### config.mk
export PLATFORM = sky130hd
export DESIGN_NAME = binary_netpbm_pixel_decoder_unit
export DESIGN_NICKNAME = d
export VERILOG_FILES = /design/src/hdl/npd_pkg.sv /design/src/hdl/binary_netpbm_pixel_decoder_unit.sv /design/src/hdl/npd_ctrl.sv /design/src/hdl/npd_datapath.sv
export SDC_FILE = /design/constraint.sdc
export NUM_CORES = 1
export LEC_CHECK = 0
export BUFFER_PORTS_ARGS = -buffer_cell sky130_fd_sc_hd__buf_2
export CAP_MARGIN = 10
export CORE_ASPECT_RATIO = 1.5
export CORE_MARGIN = 8
export CORE_UTILIZATION = 40
export CTS_CLUSTER_SIZE = 8
export DETAILED_ROUTE_END_ITERATION = 10
export GPL_TIMING_DRIVEN = 0
export HOLD_SLACK_MARGIN = 0.02
export SETUP_SLACK_MARGIN = 0.05
export SLEW_MARGIN = 10
export SYNTH_ARGS = -nofsm -noshare
export SYNTH_HDL_FRONTEND = slang
export SYNTH_HIERARCHICAL = 1
export SYNTH_SLANG_ARGS = --single-unit
export TNS_END_PERCENT = 30
### constraint.sdc
create_clock -name clk -period 6.3 [get_ports clk]
set_input_delay 1.26 -clock clk [delete_from_list [all_inputs] [get_ports clk]]
set_output_delay 1.26 -clock clk [all_outputs]
set_load 0.01 [all_outputs]
### src/hdl/npd_pkg.sv
// ----------------------------------------------------------------------------
// npd_pkg
// Shared types and constants of the netpbm pixel decoder.
// ----------------------------------------------------------------------------
package npd_pkg;

  // Pixel format codes.
  localparam logic [2:0] FMT_BITMAP = 3'd0;
  localparam logic [2:0] FMT_GRAY   = 3'd1;
  localparam logic [2:0] FMT_GRAYA  = 3'd2;
  localparam logic [2:0] FMT_RGB    = 3'd3;
  localparam logic [2:0] FMT_RGBA   = 3'd4;

  // Configuration register indexes.
  localparam logic [1:0] REG_FORMAT = 2'd0;
  localparam logic [1:0] REG_MAXVAL = 2'd1;
  localparam logic [1:0] REG_WIDTH  = 2'd2;
  localparam logic [1:0] REG_HEIGHT = 2'd3;

  localparam int DIV_STEPS = 24;

  typedef enum logic [2:0] {
    ST_IDLE,
    ST_BITS,
    ST_DIV,
    ST_SAMPLE,
    ST_OUT
  } state_t;

  // Commands from controller to datapath.
  typedef struct packed {
    logic load_byte;   // capture input byte
    logic div_start;   // start scaling the sample
    logic div_step;    // one divider step
    logic bit_emit;    // build bitmap pixel into output register
    logic smp_emit;    // build sample pixel into output register
    logic smp_hold;    // store sample into held channel
    logic adv_pos;     // advance column/row
    logic next_bit;    // move to next bitmap bit
  } cmd_t;

  // Status from datapath to controller.
  typedef struct packed {
    logic row_end;     // next pixel ends the row
    logic bit_last;    // current bit is bit 0
    logic div_done;
  } sts_t;

endpackage

### src/hdl/binary_netpbm_pixel_decoder_unit.sv
// ----------------------------------------------------------------------------
// binary_netpbm_pixel_decoder_unit
// Decodes binary netpbm raster bytes into RGBA8 pixels.
// ----------------------------------------------------------------------------
// Channel | Direction | Contents
// in_     | slave     | tdata[7:0] data_byte
// out_    | master    | tdata red,green,blue,alpha; tuser last_of_item,end_of_image
// cfg_    | write     | 0 format, 1 max_value, 2 width, 3 height
//
// A bitmap byte gives one pixel per bit, down to bit 0 or to the end of the row.
// A sample byte is scaled by the 24-step restoring divider and then held as a
// channel or used to complete a pixel; a high byte of a 16-bit sample is only
// stored. One item is worked on at a time. Reset is synchronous; a stalled
// output holds the controller.
module binary_netpbm_pixel_decoder_unit #(
  parameter int DIM_BITS = 16
) (
  input  logic        clk,
  input  logic        rst_n,
  input  logic        in_tvalid,
  output logic        in_tready,
  input  logic [7:0]  in_tdata,    // [7:0] data_byte
  output logic        out_tvalid,
  input  logic        out_tready,
  output logic [31:0] out_tdata,   // red, green, blue, alpha from bit 0 up
  output logic [1:0]  out_tuser,   // last_of_item, end_of_image from bit 0 up
  input  logic        cfg_we,
  input  logic [1:0]  cfg_index,
  input  logic [15:0] cfg_wdata
);

  logic [2:0]  fmt_r;
  logic [15:0] maxv_r;
  logic [DIM_BITS-1:0] width_r, height_r;
  npd_pkg::cmd_t cmd;
  npd_pkg::sts_t sts;
  logic wide, phase, out_free, busy, in_fire;
  logic [1:0]  slot;
  logic [33:0] odata;

  // Configuration registers.
  always_ff @(posedge clk) begin
    if (!rst_n) begin
      fmt_r    <= npd_pkg::FMT_RGB;
      maxv_r   <= 16'd255;
      width_r  <= DIM_BITS'(1);
      height_r <= DIM_BITS'(1);
    end else if (cfg_we) begin
      case (cfg_index)
        npd_pkg::REG_FORMAT: fmt_r    <= cfg_wdata[2:0];
        npd_pkg::REG_MAXVAL: maxv_r   <= cfg_wdata;
        npd_pkg::REG_WIDTH:  width_r  <= DIM_BITS'(cfg_wdata);
        npd_pkg::REG_HEIGHT: height_r <= DIM_BITS'(cfg_wdata);
        default: ;
      endcase
    end
  end

  assign in_tready = !busy;
  assign in_fire   = in_tvalid && in_tready;

  npd_ctrl u_ctrl (
    .clk(clk), .rst_n(rst_n), .in_fire(in_fire), .fmt(fmt_r), .wide(wide),
    .phase(phase), .slot(slot), .out_free(out_free), .sts(sts), .cmd(cmd),
    .busy(busy)
  );

  npd_datapath #(.DIM_BITS(DIM_BITS)) u_dp (
    .clk(clk), .rst_n(rst_n), .cmd(cmd), .in_byte(in_tdata), .fmt(fmt_r),
    .max_value(maxv_r), .width(width_r), .height(height_r),
    .out_ready(out_tready), .sts(sts), .wide(wide), .phase(phase),
    .slot(slot), .out_free(out_free), .out_valid(out_tvalid), .out_data(odata)
  );

  assign out_tdata = odata[31:0];
  assign out_tuser = odata[33:32];

endmodule

### src/hdl/npd_ctrl.sv
// ----------------------------------------------------------------------------
// npd_ctrl
// Controller state machine of the netpbm pixel decoder.
// ----------------------------------------------------------------------------
module npd_ctrl (
  input  logic          clk,
  input  logic          rst_n,
  input  logic          in_fire,
  input  logic [2:0]    fmt,
  input  logic          wide,
  input  logic          phase,
  input  logic [1:0]    slot,
  input  logic          out_free,
  input  npd_pkg::sts_t sts,
  output npd_pkg::cmd_t cmd,
  output logic          busy
);

  npd_pkg::state_t state_r, state_nxt;
  logic [2:0] nch;

  // Channel count of the current format.
  always_comb begin
    case (fmt)
      npd_pkg::FMT_GRAY:  nch = 3'd1;
      npd_pkg::FMT_GRAYA: nch = 3'd2;
      npd_pkg::FMT_RGBA:  nch = 3'd4;
      default:            nch = 3'd3;
    endcase
  end

  always_ff @(posedge clk) begin
    if (!rst_n) begin
      state_r <= npd_pkg::ST_IDLE;
    end else begin
      state_r <= state_nxt;
    end
  end

  // Next state and commands.
  always_comb begin
    state_nxt = state_r;
    cmd       = '0;
    busy      = 1'b1;
    case (state_r)
      npd_pkg::ST_IDLE: begin
        busy = 1'b0;
        if (in_fire) begin
          cmd.load_byte = 1'b1;
          if (fmt == npd_pkg::FMT_BITMAP) begin
            state_nxt = npd_pkg::ST_BITS;
          end else if (!wide || phase) begin
            cmd.div_start = 1'b1;
            state_nxt = npd_pkg::ST_DIV;
          end
        end
      end
      npd_pkg::ST_BITS: begin
        if (out_free) begin
          cmd.bit_emit = 1'b1;
          cmd.adv_pos  = 1'b1;
          cmd.next_bit = 1'b1;
          if (sts.bit_last || sts.row_end) begin
            state_nxt = npd_pkg::ST_IDLE;
          end
        end
      end
      npd_pkg::ST_DIV: begin
        cmd.div_step = 1'b1;
        if (sts.div_done) begin
          state_nxt = npd_pkg::ST_SAMPLE;
        end
      end
      npd_pkg::ST_SAMPLE: begin
        if ({1'b0, slot} + 3'd1 < nch) begin
          cmd.smp_hold = 1'b1;
          state_nxt = npd_pkg::ST_IDLE;
        end else begin
          state_nxt = npd_pkg::ST_OUT;
        end
      end
      npd_pkg::ST_OUT: begin
        if (out_free) begin
          cmd.smp_emit = 1'b1;
          cmd.adv_pos  = 1'b1;
          state_nxt = npd_pkg::ST_IDLE;
        end
      end
      default: state_nxt = npd_pkg::ST_IDLE;
    endcase
  end

endmodule

### src/hdl/npd_datapath.sv
// ----------------------------------------------------------------------------
// npd_datapath
// Sample storage, restoring divider, position counters and output register.
// ----------------------------------------------------------------------------
module npd_datapath #(
  parameter int DIM_BITS = 16
) (
  input  logic          clk,
  input  logic          rst_n,
  input  npd_pkg::cmd_t cmd,
  input  logic [7:0]    in_byte,
  input  logic [2:0]    fmt,
  input  logic [15:0]   max_value,
  input  logic [DIM_BITS-1:0] width,
  input  logic [DIM_BITS-1:0] height,
  input  logic          out_ready,
  output npd_pkg::sts_t sts,
  output logic          wide,
  output logic          phase,
  output logic [1:0]    slot,
  output logic          out_free,
  output logic          out_valid,
  output logic [33:0]   out_data
);

  logic [7:0]  byte_r, hold_r;
  logic        phase_r;
  logic [1:0]  slot_r;
  logic [7:0]  held_r [3];
  logic [2:0]  bit_r;
  logic [DIM_BITS-1:0] col_r, row_r;
  logic [23:0] num_r;      // dividend shifts out, quotient shifts in
  logic [16:0] rem_r;
  logic [4:0]  cnt_r;
  logic        sat_r;
  logic        ovalid_r;
  logic [33:0] odata_r;

  logic [15:0] m, v;
  logic [DIM_BITS-1:0] w, h;
  logic [16:0] trial;
  logic [7:0]  s, c;
  logic        eoi;
  logic        pix_last;

  assign m     = (max_value == 16'd0) ? 16'd1 : max_value;
  assign w     = (width  == '0) ? DIM_BITS'(1) : width;
  assign h     = (height == '0) ? DIM_BITS'(1) : height;
  assign wide  = (max_value > 16'd255);
  assign phase = phase_r;
  assign slot  = slot_r;
  // The divider starts in the cycle that the byte is accepted, so the sample
  // is built from the incoming byte.
  assign v     = wide ? {hold_r, in_byte} : {8'd0, in_byte};

  assign sts.row_end  = ({1'b0, col_r} + 1'b1) >= {1'b0, w};
  assign sts.bit_last = (bit_r == 3'd0);
  assign sts.div_done = (cnt_r == 5'd0);
  assign eoi          = sts.row_end && (({1'b0, row_r} + 1'b1) >= {1'b0, h});
  assign s            = sat_r ? 8'hFF : num_r[7:0];
  assign c            = byte_r[bit_r] ? 8'h00 : 8'hFF;
  assign pix_last     = sts.bit_last || sts.row_end;

  assign trial     = {rem_r[15:0], num_r[23]} - {1'b0, m};
  assign out_free  = !ovalid_r || out_ready;
  assign out_valid = ovalid_r;
  assign out_data  = odata_r;

  // Byte capture, 16-bit sample assembly and bit pointer.
  always_ff @(posedge clk) begin
    if (!rst_n) begin
      hold_r  <= '0;
      phase_r <= 1'b0;
      bit_r   <= 3'd7;
    end else begin
      if (cmd.load_byte) begin
        byte_r <= in_byte;
        bit_r  <= 3'd7;
        if (fmt != npd_pkg::FMT_BITMAP) begin
          if (wide && !phase_r) begin
            hold_r  <= in_byte;
            phase_r <= 1'b1;
          end else begin
            phase_r <= 1'b0;
          end
        end
      end
      if (cmd.next_bit) begin
        bit_r <= bit_r - 3'd1;
      end
    end
  end

  // Restoring divider for v*255/m, one quotient bit per cycle.
  always_ff @(posedge clk) begin
    if (!rst_n) begin
      cnt_r <= '0;
    end else if (cmd.div_start) begin
      num_r <= 24'({v, 8'd0} - {8'd0, v});
      rem_r <= '0;
      cnt_r <= 5'(npd_pkg::DIV_STEPS);
      sat_r <= (v > m);
    end else if (cmd.div_step && cnt_r != 5'd0) begin
      cnt_r <= cnt_r - 5'd1;
      if (!trial[16]) begin
        rem_r <= trial;
        num_r <= {num_r[22:0], 1'b1};
      end else begin
        rem_r <= {rem_r[15:0], num_r[23]};
        num_r <= {num_r[22:0], 1'b0};
      end
    end
  end

  // Held channels and slot.
  always_ff @(posedge clk) begin
    if (!rst_n) begin
      slot_r <= '0;
      for (int i = 0; i < 3; i++) begin
        held_r[i] <= '0;
      end
    end else if (cmd.smp_hold) begin
      held_r[slot_r] <= s;
      slot_r <= slot_r + 2'd1;
    end else if (cmd.smp_emit) begin
      slot_r <= '0;
    end
  end

  // Position counters.
  always_ff @(posedge clk) begin
    if (!rst_n) begin
      col_r <= '0;
      row_r <= '0;
    end else if (cmd.adv_pos) begin
      if (sts.row_end) begin
        col_r <= '0;
        row_r <= eoi ? '0 : row_r + 1'b1;
      end else begin
        col_r <= col_r + 1'b1;
      end
    end
  end

  // Output register: {eoi, last, alpha, blue, green, red}.
  always_ff @(posedge clk) begin
    if (!rst_n) begin
      ovalid_r <= 1'b0;
    end else begin
      if (cmd.bit_emit) begin
        ovalid_r <= 1'b1;
        odata_r  <= {eoi, pix_last, 8'hFF, c, c, c};
      end else if (cmd.smp_emit) begin
        ovalid_r <= 1'b1;
        case (fmt)
          npd_pkg::FMT_GRAY:  odata_r <= {eoi, 1'b1, 8'hFF, s, s, s};
          npd_pkg::FMT_GRAYA: odata_r <= {eoi, 1'b1, s, held_r[0], held_r[0], held_r[0]};
          npd_pkg::FMT_RGBA:  odata_r <= {eoi, 1'b1, s, held_r[2], held_r[1], held_r[0]};
          default:            odata_r <= {eoi, 1'b1, 8'hFF, s, held_r[1], held_r[0]};
        endcase
      end else if (out_ready) begin
        ovalid_r <= 1'b0;
      end
    end
  end

endmodule

Word level (Yosys, flattened, before mapping) --
Memory sizes are Yosys's and may differ from the RTL's. Index checks and enable logic that the tools add are counted.
Cells by class: add/subtract/negate cells 10, order comparisons 6, equal/unequal tests 16, multiplexer cells 58, bitwise operators 1, reduce and logical (&&, ||, !) cells 39
Operators with widths (number):
- 16-bit two-way mux | 8
- 32-bit case mux with 3 select lines | 1
- 34-bit two-way mux | 2
- 16-bit logical NOT | 3
- 24-bit two-way mux | 2
- 16-bit by 1-bit adder with 17-bit output (second input constant) | 2
- 17-bit by 16-bit >= comparator with 1-bit output | 2
- 16-bit by 1-bit adder with 16-bit output (second input constant) | 2
- 3-bit two-way mux | 10
- 8-bit two-way mux | 3
- 24-bit by 16-bit subtractor with 24-bit output | 1
- 1-bit two-way mux | 20
- 2-bit AND reduction | 10
- 17-bit by 16-bit subtractor with 17-bit output | 1
- 16-bit > comparator | 1
- 16-bit by 8-bit > comparator with 1-bit output (second input constant) | 1
- 3-bit case mux with 5 select lines | 1
- 2-bit two-way mux | 6
- 5-bit two-way mux | 2
- 3-bit by 2-bit == test with 1-bit output (second input constant) | 3
- 3-bit logical NOT | 3
- 3-bit case mux with 3 select lines | 1
- 2-bit nonzero test | 4
- 8-bit OR reduction | 1
- other kinds (26) | 40
Word-level totals: register bits 189, memory bits (writable) 24, bits of input ports 31, word-level logic and storage cells 151, memories kept 1
Memories:
- u_dp.held_r | words 3, bits a word 8, rd ports 3, clocked after memory_dff 0, wr ports 3, RTL line npd_datapath.sv:29 | logic [7:0] held_r [3];

Depth between registers and ports, before layout --
depth after elaboration 10, gate-level depth with buffers 17, mapped depth without buffers 17

Cells and area by module --
The synthesis kept the hierarchy.
Modules (own cells, without submodules):
- npd_datapath | instances 1, cells an instance 1119, area an instance 10306.1 um2
- binary_netpbm_pixel_decoder_unit | instances 1, cells an instance 200, area an instance 2014.4 um2
- npd_ctrl | instances 1, cells an instance 49, area an instance 381.6 um2

Worst setup path before layout --
OpenSTA, ideal clock, no wires.
kind in2reg, from input port in_tvalid, to register u_dp.num_r[0] (enable), arrival 4.288 ns, setup slack 1.575 ns, stages 7, cells stage by stage nor2b_1 inv_1 nor4_1 clkbuf_1 clkbuf_1 nor2_1 nor2_1
RTL lines:
- start, declared | RTL line binary_netpbm_pixel_decoder_unit.sv:20 | input logic in_tvalid,
- end signal, assigned | RTL line npd_datapath.sv:99 | num_r <= 24'({v, 8'd0} - {8'd0, v});
- end signal, assigned | RTL line npd_datapath.sv:107 | num_r <= {num_r[22:0], 1'b1};
- end signal, assigned | RTL line npd_datapath.sv:110 | num_r <= {num_r[22:0], 1'b0};
- end, declared | RTL line npd_datapath.sv:32 | logic [23:0] num_r;

==> run metrics <==
P_leak 5.73 nW; critical path required time 6540 ps; dpl hpwl 24.7 mm; fin util 45.8%; cells on worst reg2reg path 11; worst-skew pair later-pin latency 580 ps; Clock Tree Buf Depth 3; XOR/XNOR share of the synthesized area 4.28%; Die ar. 37800 sq um; M2 GR Usage 31.1%; grt total ovfl 0; largest cells by area after synthesis edfxtp_1 (25%), dfxtp_1 (17%), ha_1 (8.4%); slowest cell on the critical path nor4_1; sequential share of power 38.6%; Net Switching 0.00152 W; placed cells 1845; Post-Layout Cell Count 1895; max incr delay on CP 1070 ps; register area share after synthesis 42.0%; vias in the first global route 10169; Final Hold Viols 0; CP Class register to register; relative slew slack 14.0%; Final Cell Area 14400 sq um; unrepaired setup endpoints after global routing false; simple-gate share of the synthesized area 19.4%; Switching Fraction 32.7%; starting density of the core 40.3%; count leader, synth nand2_1; Slew @ Worst Pin 1280 ps; CTS Hold Bufs 0; share of cells above drive strength 1 11.6%; crit share post-route 74.5%; average size of a mapped cell 9.29 sq um; IO Pins 67; total number of yosys warnings 6; first-pass iteration count of the detailed router 7; root buf cell clkbuf_16; max cap viols 0; largest family of logic cells by synthesized area simple AND/OR/NAND/NOR gates; worst-path maximum fanout 29; wirelength, routed 32.9 mm; dpl cell area 13600 sq um; final worst slack 1610 ps; Worst Skew 29.6 ps; Worst EP arrival 4940 ps; CTS resizes 0; global-route wire length before repair 52.8 mm; fin nets 1584; pwr dens 322 nW/um^2; post-CTS setup buffer count 0; floorplan row count 80; Worst setup SP type register; Post-synth EDFFs 107; Critical Path End Type register; power share of the combinational group 29.6%; max-slew violation count 0; CP cell instances nor4_1 -> nand2_2 -> buf_6 -> inv_1 -> nor2_1 -> nor4_1 -> clkbuf_1 -> clkbuf_1 -> nor2_1 -> nor2_4 -> buf_12; status finished, final reports clean; htree depth 1; via count 10173; CTS clk-pin slew, worst paths 50 ps; Die Ht 234 um; met1 usage 19.4%; Post-DRT Antenna Nets 0; fmax 0.213 GHz; largest net degree at the start of global routing 35; dpl ws 1600 ps; Synth Register Bits 213; share of Yosys cell area claimed by the top area cell type 25.3%; Hold Path Class register to register; compound-gate portion of the synthesized area 13.6%; DIE WIDTH 162 um; WL per Instance 17.4 um; worst hold path depth 2; initial antenna violation count 1; Finish-stage setup viols 0; adder-cell share of the synthesized area 8.53%; Most used DFF post-synth edfxtp_1; Layout fillers 3057; Mapped Area 12700 sq um; Synth area leader edfxtp_1; area growth from synthesis to layout 13.6%; post-synthesis mux area share 6.73%; drt via density 5.37; input/output buffers 66; Post-synth top cells nand2_1 (161), nor2_1 (119), edfxtp_1 (107); ys async rst share 0%; setup TNS 0 ps; maximum vdd drop 0.189 mV; M3 GR Usage 2.41%; Overall Global Routing Usage 17.2%; Iteration-0 DRC Markers 536; Yosys cell types 86; GPL Wtd Cong 0.864; Mapped Cells 1368; clock power share 31.8%; TritonCTS buffer count 30; P_int 0.00312 W; CTS sink cnt 213; post-layout minimum cycle time 4690 ps; syn nets 1485; Core Area 31500 sq um; DRC viols 0; CTS tree yes; Most Crowded Layer GR met2
==> final cells by class <==
type                    count  area, sq um  area share [%]
multi-input cells         999         6690            46.3
flip-flops and latches    213         5340            37.0
clock buffers              47          815            5.64
well taps                 410          513            3.55
plain buffers              67          362            2.51
repair buffers             67          350            2.43
inverters                  89          334            2.31
clock inverters             2         35.0           0.243
diodes                      1         2.50          0.0173
==> through the flow <==
| step | hold WS, ps | total power, W |
|---|---|---|
| after floorplan | 447 | 0.00281 |
| after global placement | 459 | 0.00315 |
| after detailed placement | 465 | 0.00319 |
| after CTS | 471 | 0.00470 |
| after global routing | 497 | 0.00491 |
| final | 475 | 0.00464 |
==> worst max-delay path: cells and delay by family (launching register included) <==
kind / cells / cell delay [ps]
buf+inv: 5 / 1580
simple gates: 6 / 2440
flops: 1 / 330
==> logic make-up after synthesis <==
logic type      count (synthesis)
xor+xnor                       62
simple gates                  505
flops                         213
mux                            81
fa+ha+maj                      86
compound gates                265
buf+inv                       156
==> final timing paths <==
kind           startpoint  slack (ps)              to
max            maxv_r[15]        1610  u_dp/rem_r[12]
min          height_r[10]         470    height_r[10]
max reg2reg    maxv_r[15]        1610  u_dp/rem_r[12]
min reg2reg  height_r[10]         470    height_r[10]
==> cell usage in the layout (no fill, tap or decap), types with 6 or more instances in the layout <==
cell type / synthesis / routed
a21o_1: 11 / 11
a21oi_1: 81 / 81
a31oi_1: 10 / 10
and2_1: 11 / 11
buf_2: 6 / 72
clkbuf_1: 42 / 59
clkbuf_16: 0 / 30
dfxtp_1: 106 / 106
edfxtp_1: 107 / 107
ha_1: 85 / 85
inv_1: 87 / 87
mux2_2: 14 / 14
mux2i_1: 64 / 64
nand2_1: 161 / 161
nand2b_1: 10 / 10
nand3_1: 40 / 40
nand3b_1: 6 / 6
nand4_1: 15 / 15
nand4b_1: 10 / 10
nor2_1: 119 / 117
nor2b_1: 25 / 25
nor3_1: 46 / 46
nor4_1: 16 / 16
o211ai_1: 17 / 17
o21a_1: 13 / 13
o21ai_0: 48 / 48
o21ai_1: 10 / 10
o22ai_1: 11 / 11
o31a_1: 6 / 6
o31ai_1: 17 / 17
or2_2: 7 / 7
xnor2_1: 45 / 45
xor2_1: 17 / 17
==> flip-flops by register name, indices dropped and copies added, names as in the netlist <==
name and count:
u_dp/sat_r 1, u_dp/hold_r 8, u_dp/col_r 16, u_dp/out_data 34
maxv_r 16, u_dp/phase 1, fmt_r 3, u_dp/row_r 16
u_dp/bit_r 3, u_dp/held_r 24, u_dp/out_valid 1, height_r 16
u_dp/cnt_r 5, width_r 16, u_dp/slot 2, u_ctrl/state_r 3
u_dp/byte_r 8, u_dp/rem_r 16, u_dp/num_r 24
==> power by group through the flow <==
| stage | sequential [W] | combinational [W] | clock, W |
|---|---|---|---|
| final | 0.00179 | 0.00137 | 0.00148 |
| after floorplan | 0.00180 | 0.00101 | 0 |
| after detailed placement | 0.00182 | 0.00137 | 0 |
| after global placement | 0.00182 | 0.00133 | 0 |
| after CTS | 0.00179 | 0.00138 | 0.00152 |
| after global routing | 0.00181 | 0.00153 | 0.00157 |
==> per-layer routing <==
layer  up-vias  share of wire, %  routed length, um
met4         2               4.4               1460
li1       5082                 -                  -
met5         -             0.036                 12
met2       250                50              16500
met3        84               4.4               1460
met1      4755                41              13400
Note: power is estimated with default switching activity, not from simulation.
